--- src/rtl/utf8sd_pkg.sv ---
// Package for the UTF-8 sanitising decoder: result types, constants and helpers.
`timescale 1ns / 1ps

package utf8sd_pkg;

  localparam int unsigned CpW     = 21;
  localparam int unsigned UsedW   = 3;
  localparam int unsigned MaxRes  = 4;
  localparam int unsigned CntW    = 3;

  localparam logic [CpW-1:0] EscBase  = 21'h00DC00;
  localparam logic [CpW-1:0] CpMax    = 21'h10FFFF;
  localparam logic [CpW-1:0] SurLo    = 21'h00D800;
  localparam logic [CpW-1:0] SurHi    = 21'h00DFFF;
  localparam logic [CpW-1:0] Min2     = 21'h000080;
  localparam logic [CpW-1:0] Min3     = 21'h000800;
  localparam logic [CpW-1:0] Min4     = 21'h010000;

  localparam logic [2:0] LenNone = 3'd0;
  localparam logic [2:0] Len2    = 3'd2;
  localparam logic [2:0] Len3    = 3'd3;
  localparam logic [2:0] Len4    = 3'd4;

  // One result word
  typedef struct packed {
    logic [CpW-1:0]   code_point;
    logic             escaped;
    logic [UsedW-1:0] bytes_used;
    logic             last_of_run;
  } res_t;

  // All results caused by one input byte
  typedef struct packed {
    res_t [MaxRes-1:0] item;
    logic [CntW-1:0]   count;
  } burst_t;

  // Escape one raw byte to 0xDC00 plus the byte
  function automatic res_t esc_item(input logic [7:0] b);
    res_t r;
    r.code_point  = EscBase | {13'd0, b};
    r.escaped     = 1'b1;
    r.bytes_used  = 3'd1;
    r.last_of_run = 1'b0;
    return r;
  endfunction

  // Plain decoded code point
  function automatic res_t cp_item(input logic [CpW-1:0] cp, input logic [UsedW-1:0] used);
    res_t r;
    r.code_point  = cp;
    r.escaped     = 1'b0;
    r.bytes_used  = used;
    r.last_of_run = 1'b0;
    return r;
  endfunction

endpackage

--- src/rtl/utf8_sanitizing_decoder.sv ---
// Top level of the UTF-8 sanitising decoder.
`timescale 1ns / 1ps

// Takes one UTF-8 byte per cycle unless stalled and returns code points;
// every byte that cannot form a valid shortest-form scalar value comes out
// as 0xDC00 plus the byte, with escaped set. A byte is decoded in the cycle
// it is taken and its results (zero to four words) sit in a result register
// from the next cycle on, one word per cycle unless out_stall is high.
// A byte that gives at most one word keeps a rate of one byte per clock
// without output stall; more words hold off the next byte while they drain.
// Output stall stalls the input only once the last pending word is blocked.

module utf8_sanitizing_decoder
  import utf8sd_pkg::*;
(
  input  logic                 clk,
  input  logic                 rst_n,
  input  logic                 in_valid,
  output logic                 in_stall,
  input  logic [7:0]           in_data_byte,
  input  logic                 in_end_of_input,
  output logic                 out_valid,
  input  logic                 out_stall,
  output logic [CpW-1:0]       out_code_point,
  output logic                 out_escaped,
  output logic [UsedW-1:0]     out_bytes_used,
  output logic                 out_last_of_run
);

  burst_t burst;
  res_t   head;
  logic   room;
  logic   accept;

  assign in_stall = !room;
  assign accept   = in_valid && room;

  utf8sd_decode u_decode (
    .clk          (clk),
    .rst_n        (rst_n),
    .accept       (accept),
    .data_byte    (in_data_byte),
    .end_of_input (in_end_of_input),
    .burst        (burst)
  );

  utf8sd_outbuf u_outbuf (
    .clk       (clk),
    .rst_n     (rst_n),
    .load      (accept),
    .burst     (burst),
    .out_stall (out_stall),
    .out_valid (out_valid),
    .head      (head),
    .room      (room)
  );

  assign out_code_point  = head.code_point;
  assign out_escaped     = head.escaped;
  assign out_bytes_used  = head.bytes_used;
  assign out_last_of_run = head.last_of_run;

endmodule

--- src/rtl/utf8sd_decode.sv ---
// Sequence state and single-pass decode of one byte into its burst of results.
`timescale 1ns / 1ps

module utf8sd_decode
  import utf8sd_pkg::*;
(
  input  logic       clk,
  input  logic       rst_n,
  input  logic       accept,
  input  logic [7:0] data_byte,
  input  logic       end_of_input,
  output burst_t     burst
);

  logic [7:0]     lead_r, lead_nxt;
  logic [2:0]     exp_r, exp_nxt;
  logic [1:0]     held_r, held_nxt;
  logic [5:0]     tail0_r, tail0_nxt;
  logic [5:0]     tail1_r, tail1_nxt;
  logic [CntW-1:0] cnt;
  logic           is_cont;
  logic           completes;
  logic [CpW-1:0] value;
  logic [CpW-1:0] lo_bound;
  logic           value_ok;
  burst_t         burst_nxt;

  assign is_cont   = (data_byte[7:6] == 2'b10);
  assign completes = (({1'b0, held_r} + 3'd2) >= exp_r) || (held_r >= 2'd2);

  // Assemble the candidate code point from lead, held tails and this byte
  always_comb begin
    case (exp_r)
      Len2: begin
        value    = {10'd0, lead_r[4:0], data_byte[5:0]};
        lo_bound = Min2;
      end
      Len3: begin
        value    = {5'd0, lead_r[3:0], tail0_r, data_byte[5:0]};
        lo_bound = Min3;
      end
      default: begin
        value    = {lead_r[2:0], tail0_r, tail1_r, data_byte[5:0]};
        lo_bound = Min4;
      end
    endcase
  end

  assign value_ok = (value >= lo_bound) && (value <= CpMax) &&
                    !((value >= SurLo) && (value <= SurHi));

  // Work out next state and the ordered list of results
  always_comb begin
    burst_nxt = '0;
    cnt       = '0;
    lead_nxt  = lead_r;
    exp_nxt   = exp_r;
    held_nxt  = held_r;
    tail0_nxt = tail0_r;
    tail1_nxt = tail1_r;

    if ((exp_r != LenNone) && is_cont) begin
      if (completes) begin
        if (value_ok) begin
          burst_nxt.item[cnt[1:0]] = cp_item(value, exp_r);
          cnt = cnt + 3'd1;
        end else begin
          // reject: escape lead, held tails, then this byte
          burst_nxt.item[cnt[1:0]] = esc_item(lead_r);
          cnt = cnt + 3'd1;
          if (held_r >= 2'd1) begin
            burst_nxt.item[cnt[1:0]] = esc_item({2'b10, tail0_r});
            cnt = cnt + 3'd1;
          end
          if (held_r >= 2'd2) begin
            burst_nxt.item[cnt[1:0]] = esc_item({2'b10, tail1_r});
            cnt = cnt + 3'd1;
          end
          burst_nxt.item[cnt[1:0]] = esc_item(data_byte);
          cnt = cnt + 3'd1;
        end
        exp_nxt  = LenNone;
        held_nxt = 2'd0;
      end else begin
        // hold another continuation byte
        if (held_r[0]) begin
          tail1_nxt = data_byte[5:0];
        end else begin
          tail0_nxt = data_byte[5:0];
        end
        held_nxt = held_r + 2'd1;
      end
    end else begin
      // broken sequence: drop it as escapes
      if (exp_r != LenNone) begin
        burst_nxt.item[cnt[1:0]] = esc_item(lead_r);
        cnt = cnt + 3'd1;
        if (held_r >= 2'd1) begin
          burst_nxt.item[cnt[1:0]] = esc_item({2'b10, tail0_r});
          cnt = cnt + 3'd1;
        end
        if (held_r >= 2'd2) begin
          burst_nxt.item[cnt[1:0]] = esc_item({2'b10, tail1_r});
          cnt = cnt + 3'd1;
        end
        exp_nxt  = LenNone;
        held_nxt = 2'd0;
      end
      // handle this byte as a lead
      if (!data_byte[7]) begin
        if (data_byte == 8'd0) begin
          burst_nxt.item[cnt[1:0]] = esc_item(data_byte);
        end else begin
          burst_nxt.item[cnt[1:0]] = cp_item({13'd0, data_byte}, 3'd1);
        end
        cnt = cnt + 3'd1;
      end else if (data_byte[7:5] == 3'b110) begin
        lead_nxt = data_byte;
        exp_nxt  = Len2;
        held_nxt = 2'd0;
      end else if (data_byte[7:4] == 4'b1110) begin
        lead_nxt = data_byte;
        exp_nxt  = Len3;
        held_nxt = 2'd0;
      end else if (data_byte[7:3] == 5'b11110) begin
        lead_nxt = data_byte;
        exp_nxt  = Len4;
        held_nxt = 2'd0;
      end else begin
        burst_nxt.item[cnt[1:0]] = esc_item(data_byte);
        cnt = cnt + 3'd1;
      end
    end

    // end of input: flush whatever is still pending
    if (end_of_input && (exp_nxt != LenNone)) begin
      burst_nxt.item[cnt[1:0]] = esc_item(lead_nxt);
      cnt = cnt + 3'd1;
      if (held_nxt >= 2'd1) begin
        burst_nxt.item[cnt[1:0]] = esc_item({2'b10, tail0_nxt});
        cnt = cnt + 3'd1;
      end
      if (held_nxt >= 2'd2) begin
        burst_nxt.item[cnt[1:0]] = esc_item({2'b10, tail1_nxt});
        cnt = cnt + 3'd1;
      end
      exp_nxt  = LenNone;
      held_nxt = 2'd0;
    end

    // mark the final word of the run
    if (cnt != '0) begin
      burst_nxt.item[cnt[1:0] - 2'd1].last_of_run = 1'b1;
    end
    burst_nxt.count = cnt;
  end

  assign burst = burst_nxt;

  // Advance sequence state on each accepted byte
  always_ff @(posedge clk) begin
    if (!rst_n) begin
      lead_r <= 8'd0;
      exp_r  <= LenNone;
      held_r <= 2'd0;
    end else if (accept) begin
      lead_r <= lead_nxt;
      exp_r  <= exp_nxt;
      held_r <= held_nxt;
    end
  end

  // Tail bytes carry no reset
  always_ff @(posedge clk) begin
    if (accept) begin
      tail0_r <= tail0_nxt;
      tail1_r <= tail1_nxt;
    end
  end

endmodule

--- src/rtl/utf8sd_outbuf.sv ---
// Result register: holds one byte's burst and hands it out a word at a time.
`timescale 1ns / 1ps

module utf8sd_outbuf
  import utf8sd_pkg::*;
(
  input  logic   clk,
  input  logic   rst_n,
  input  logic   load,
  input  burst_t burst,
  input  logic   out_stall,
  output logic   out_valid,
  output res_t   head,
  output logic   room
);

  res_t [MaxRes-1:0] item_r, item_nxt;
  logic [CntW-1:0]   cnt_r, cnt_nxt;
  logic              take;

  assign out_valid = (cnt_r != '0);
  assign take      = out_valid && !out_stall;
  assign head      = item_r[0];
  // Take a new burst when empty or once the last word held leaves this cycle
  assign room      = (cnt_r == '0) || ((cnt_r == 3'd1) && !out_stall);

  // Load a fresh burst or shift the next word to the head
  always_comb begin
    item_nxt = item_r;
    cnt_nxt  = cnt_r;
    if (load) begin
      item_nxt = burst.item;
      cnt_nxt  = burst.count;
    end else if (take) begin
      for (int i = 0; i < MaxRes - 1; i++) begin
        item_nxt[i] = item_r[i+1];
      end
      cnt_nxt = cnt_r - 3'd1;
    end
  end

  always_ff @(posedge clk) begin
    if (!rst_n) begin
      cnt_r <= '0;
    end else begin
      cnt_r <= cnt_nxt;
    end
  end

  always_ff @(posedge clk) begin
    item_r <= item_nxt;
  end

endmodule

--- config.mk ---
export PLATFORM = sky130hd
export DESIGN_NAME = utf8_sanitizing_decoder
export DESIGN_NICKNAME = d
export VERILOG_FILES = /design/src/rtl/utf8sd_pkg.sv /design/src/rtl/utf8_sanitizing_decoder.sv /design/src/rtl/utf8sd_decode.sv /design/src/rtl/utf8sd_outbuf.sv
export SDC_FILE = /design/constraint.sdc
export NUM_CORES = 1
export LEC_CHECK = 0
export ABC_AREA = 1
export BUFFER_PORTS_ARGS = -buffer_cell sky130_fd_sc_hd__buf_4
export CAP_MARGIN = 20
export CORE_AREA = 4 4 240 125
export DETAILED_ROUTE_END_ITERATION = 10
export DIE_AREA = 0 0 244 129
export HOLD_SLACK_MARGIN = 0.03
export PLACE_DENSITY = 0.56
export SKIP_CTS_REPAIR_TIMING = 1
export SLEW_MARGIN = 20
export SYNTH_ARGS = -nofsm -noshare
export SYNTH_HDL_FRONTEND = slang
export SYNTH_HIERARCHICAL = 1
export SYNTH_SLANG_ARGS = --single-unit
--- constraint.sdc ---
create_clock -name clk -period 6.5 [get_ports clk]
set_input_delay 0 -clock clk [delete_from_list [all_inputs] [get_ports clk]]
set_output_delay 0 -clock clk [all_outputs]
set_load 0.005 [all_outputs]
### After elaboration in Yosys (flattened, before gate mapping)

Index checks and enable logic that the tools add are counted.

* flip-flop bits (word level): 132
* latch bits: 0
* memory bits (writable): 0
* bits in read-only memories: 0
* bits of input ports: 13
* output and inout bits: 28
* word-level logic and storage cells: 202
* memories: 0

* add/subtract/negate cells: 11
* multipliers: 0
* divide/modulo/power cells: 0
* $lt $le $gt $ge: 25
* equality and inequality tests: 7
* shift-type cells: 0
* mux-type cells: 109
* bitwise logic cells: 0
* reduce and logical (&&, ||, !) cells: 28

Operator list (number)
* 104-bit 2-to-1 mux: 19
* 104-bit bitwise mux: 9
* 26-bit demux with 2-bit select: 8
* 26-bit 2-to-1 mux: 13
* 78-bit 2-to-1 mux: 3
* 3-bit 2-to-1 mux: 33
* 21-bit case mux with 2 select lines: 1
* 8-bit 2-to-1 mux: 5
* 6-bit 2-to-1 mux: 6
* 17-bit case mux with 2 select lines: 1
* 2-bit by 3-bit less-than comparator with 1-bit output (second input constant): 8
* 3-bit by 1-bit adder with 3-bit output (second input constant): 7
* 21-bit by 16-bit greater-or-equal comparator with 1-bit output (second input constant): 1
* 21-bit by 17-bit greater-or-equal comparator with 1-bit output: 1
* 21-bit by 16-bit less-or-equal comparator with 1-bit output (second input constant): 1
* 21-bit less-or-equal comparator (second input constant): 1
* 21-bit 2-to-1 mux: 1
* 2-bit by 1-bit greater-or-equal comparator with 1-bit output (second input constant): 10
* 2-bit 2-to-1 mux: 9
* 1-bit logical AND: 16
* 3-bit nonzero test: 4
* 8-bit zero test: 1
* 3-bit by 2-bit == test with 1-bit output (second input constant): 2
* 5-bit == test (second input constant): 1
* other kinds (15): 19

### Depth between registers and ports, before layout

* depth after elaboration: 33
* gate-level depth with buffers: 31
* gate-level depth less buffers: 30

### Cells and area by module

The synthesis kept the hierarchy.

By module, submodules not included
* utf8sd_decode: instances 1, cells each 906, area each 5078.6 µm², seq. area each 620.6 µm²
* utf8sd_outbuf: instances 1, cells each 418, area each 4559.4 µm², seq. area each 3183.1 µm²
* utf8_sanitizing_decoder: instances 1, cells each 3, area each 11.3 µm², seq. area each 0.0 µm²

### Least setup slack after synthesis

Ideal clock, no wire load.

* path type: register to register
* start: register u_decode.exp_r[2]
* end: register u_outbuf/item_r[93] (netlist name), data pin
* setup time: 252 ps
* arrival: 3815 ps
* data required time: 6248 ps
* slack: 2434 ps
* cell stages (with the launch flop): 28
* buffers on the path: 2
* clock period less this slack: 4066 ps
* path through: dfxtp_1 > inv_2 > nand2_1 > buf_4 > a22oi_1 > inv_1 > ha_1 > inv_1 > nor2_1 > a21oi_1 > nand2_1 > nand2_1 > nand2_2 > nand2_4 > nand2_1 > a21boi_4 > inv_1 > ha_1 > inv_1 > nand3_1 > nand2_1 > inv_1 > ha_1 > nand2_1 > inv_1 > o21ai_2 > o2111ai_1 > buf_4

RTL lines
* from (decl): line utf8sd_decode.sv:16 `logic [2:0] exp_r, exp_nxt;`
* from (signal assigned): line utf8sd_decode.sv:164 `exp_r <= LenNone;`
* from (signal assigned): line utf8sd_decode.sv:168 `exp_r <= exp_nxt;`
* to (signal assigned): line utf8sd_outbuf.sv:51 `item_r <= item_nxt;`
* to (decl): line utf8sd_outbuf.sv:17 `res_t [MaxRes-1:0] item_r, item_nxt;`

==> impl_metrics.tcl <==
set metrics [dict create \
    grtUsageMet2_pct 31.3 \
    rows 43 \
    required_ps 6690 \
    leakagePower_nw 4.67 \
    cp.arrival_ps 5520 \
    clkSlewWorstSetupHoldPaths_ps 70 \
    crit_path_max_fanout 18 \
    startpoint_type "flop" \
    first_pass_iters 6 \
    ys_seq_area_share_pct 39.4 \
    clock_latency_ps 440 \
    hold_path.class "in2reg" \
    clock-root-buffer "clkbuf_16" \
    diodes 0 \
    synth_top_family_by_area "simple AND/OR/NAND/NOR gates" \
    slew_headroom_pct 23.2 \
    design_area_mm2 0.0104 \
    nFillCells 2938 \
    worstReg2RegStart "u_decode/exp_r[1]" \
    ys_warn_count 6 \
    power_frac_seq_pct 40.1 \
    grt_first_pass_wirelength_mm 50.1 \
    hold_depth 3 \
    use_met3_pct 4.94 \
    num_vias 8689 \
    die_w_um 244 \
    p_switching_mw 1.66 \
    outcome "finished clean" \
    hold_viol_final 0 \
    fin_nets 1339 \
    clockPowerShare_pct 23.4 \
    yosys.area_share.simple_pct 30.2 \
    min_from "in_data_byte[7]" \
    drc_errors 0 \
    die_area_mm2 0.0315 \
    rsz0062_at_grt "false" \
    cts_tree "yes" \
    power.internal_mw 2.44 \
    pre_cts_ws_ps 1250 \
    core_area_mm2 0.0275 \
    grt.overflow.total 0 \
    fin_crit_ps 5330 \
    synthXorXnorAreaFrac_pct 0.441 \
    ir_drop_uv 236 \
    combPwrFrac_pct 36.6 \
    htree_levels 4 \
    drt_iter0_markers 1097 \
    grt_start_max_net_pins 83 \
    grt-busiest-layer "met2" \
    setup_viol 0 \
    synth_compound_area_share_pct 13.4 \
    setup_slack_ps 1170 \
    drv_cap 0 \
    synth_fa_ha_area_share_pct 3.11 \
    p_per_area_mw_per_mm2 396 \
    syn_to_final_growth_pct 7.29 \
    syn_inst 1327 \
    tightestPinTransition_ps 1140 \
    hold_end "u_outbuf/item_r[90]" \
    dp_hpwl_mm 24.3 \
    cts_buffers 17 \
    ys_ff_latch 132 \
    use_met1_pct 31.0 \
    async_reset_ff_share_pct 0 \
    grt_pass1_vias 8055 \
    vias_per_cell 5.12 \
    synth-edff-count 116 \
    setup_tns_ps 0 \
    p_total_mw 4.10 \
    grt_usage_pct 21.3 \
    wl_mm 33.0 \
    min_period_over_period_pct 82.0 \
    avgSynthCellArea_um2 7.27 \
    synth_flop_cell "edfxtp_1" \
    initial_core_util_pct 35.0 \
    ant_nets 0 \
    worstSetupPathType "reg2reg" \
    cts_buffer_depth 2 \
    cts_sinks 132 \
    synth.distinct_cells 53 \
    r2r_slack_ps 1170 \
    synthMuxAreaShare_pct 0 \
    rr_worst_depth 26 \
    final_util_pct 37.6 \
    io-pin-count 41 \
    timing.rr.end "u_outbuf/item_r[43]" \
    io_buffers 40 \
    postPlaceCellArea_mm2 0.00973 \
    max_freq_mhz 188 \
    drive_gt1_share_pct 10.8 \
    gp_congestion 1.02 \
    timing.critical_path.from "u_decode/exp_r[1]" \
    wl_per_cell_um 19.5 \
    antenna_found_initial 2 \
    fp.dieH_um 129 \
    end_kind "flop" \
    drv_slew 0 \
    netlist_area_mm2 0.00965 \
    sw_frac_of_total_pct 40.5 \
    skew_ps 11.8 \
]
## flip-flops by register name, indices dropped and copies added (netlist names)
name	count
u_decode/exp_r	3
u_decode/held_r	2
u_decode/lead_r	8
u_decode/tail0_r	6
u_decode/tail1_r	6
u_outbuf/cnt_r	3
u_outbuf/head	26
u_outbuf/item_r	78
## layer usage
metal / vias to the layer above / share of wire [%]
li1: 4175 / -
met1: 4050 / 48
met2: 396 / 41
met3: 66 / 8.5
met4: 2 / 2.5
met5: - / 0.061
## cells in the mapped netlist (4+ instances only)
library cell / instances / area, µm²
a21oi_1: 95 / 475
buf_2: 12 / 60.1
buf_4: 88 / 661
buf_6: 5 / 56.3
clkbuf_1: 16 / 60.1
dfxtp_1: 16 / 320
edfxtp_1: 116 / 3480
ha_1: 24 / 300
inv_1: 99 / 372
inv_2: 12 / 45.0
inv_4: 4 / 25.0
nand2_1: 477 / 1790
nand2_2: 9 / 56.3
nand2_4: 8 / 90.1
nand3_1: 56 / 280
nand4_1: 4 / 25.0
nor2_1: 123 / 462
nor2_4: 6 / 67.6
o211ai_1: 6 / 45.0
o21ai_0: 66 / 330
o21ai_1: 20 / 100
o21ai_2: 10 / 87.6
o22ai_1: 13 / 81.3
## critical path: stages (launching register included)
cell and delay, ps:
dfxtp_1 520, nand2_1 310, a22oi_1 420, inv_1 80
ha_1 280, inv_1 30, nor2_1 130, nand3_1 90
nand2_1 60, nand2_1 50, nand2_2 180, nand2_4 170
nand2_4 240, o21ai_2 120, inv_1 150, ha_1 290
inv_1 210, nand3_1 150, nand2_1 100, ha_1 190
nand2_1 160, inv_1 170, o21ai_1 310, and3_1 280
nand2_1 170, nand2_1 120, nand2_1 60
## worst max-delay path by stage
stage	to	slack (ps)	cells after the start
floorplan	u_outbuf/item_r[93]	2430	27
global placement	u_outbuf/item_r[82]	1490	24
detailed placement	u_outbuf/item_r[95]	1250	24
CTS	u_outbuf/item_r[94]	1240	24
global route	u_outbuf/item_r[97]	630	24
finish	u_outbuf/item_r[43]	1170	26
## cells by family (layout without fill, tap and decap cells)
| group | count (synthesis) | after routing |
|---|---|---|
| simple gates | 698 | 698 |
| buf+inv | 240 | 199 |
| compound gates | 228 | 228 |
| flops | 132 | 132 |
| fa+ha+maj | 24 | 24 |
| xor+xnor | 4 | 4 |
| other cells | 1 | 30 |
## per-stage QoR
stage	hold WS, ps	instances
detailed placement	327	1660
global route	56.6	1697
floorplan	138	1356
global placement	321	1660
finish	34.3	1697
CTS	-154	1692
## area by class of cell
type                       instances  area (µm²)  share of cell area [%]
tap                              382         478                    4.62
multi-input combinational        984        4670                    45.1
inverter                         118         455                    4.40
timing repair buffer              49         380                    3.67
sequential                       132        3800                    36.7
clock buffer                      18         429                    4.15
clock inverter                    14         136                    1.32
## power by group through the flow
stage	Clock (mW)	Combinational, mW	Sequential (mW)
6_report	0.959	1.50	1.64
5_1_grt	1.02	1.69	1.68
4_1_cts	0.978	1.50	1.65
3_5_place_dp	0	1.50	1.66
3_3_place_gp	0	1.49	1.66
2_1_floorplan	0	1.13	1.58
## cell usage in the layout, fill, tap and decap left out, drive strengths merged
cell,synthesis,routed
nand2,494,494
nor2,134,134
inv,115,123
edfxtp,116,116
a21oi,96,96
o21ai,96,96
nand3,59,59
buf,106,44
conb,1,30
ha,24,24
clkbuf,16,18
dfxtp,16,16
o22ai,14,14
o211ai,6,6
clkinv,3,6
dlygate4sd3,0,5
nand4,5,5
o2111ai,3,3
a22oi,3,3
xnor2,3,3
clkinvlp,0,2
a31oi,2,2
or2,2,2
nor3,2,2
a21boi,2,2
bufinv,0,1
xor2,1,1
nor4,1,1
a31o,1,1
a32oi,1,1
o31ai,1,1
a221oi,1,1
and3,1,1
a32o,1,1
a211oi,1,1
(Power assumes the default switching activity.)
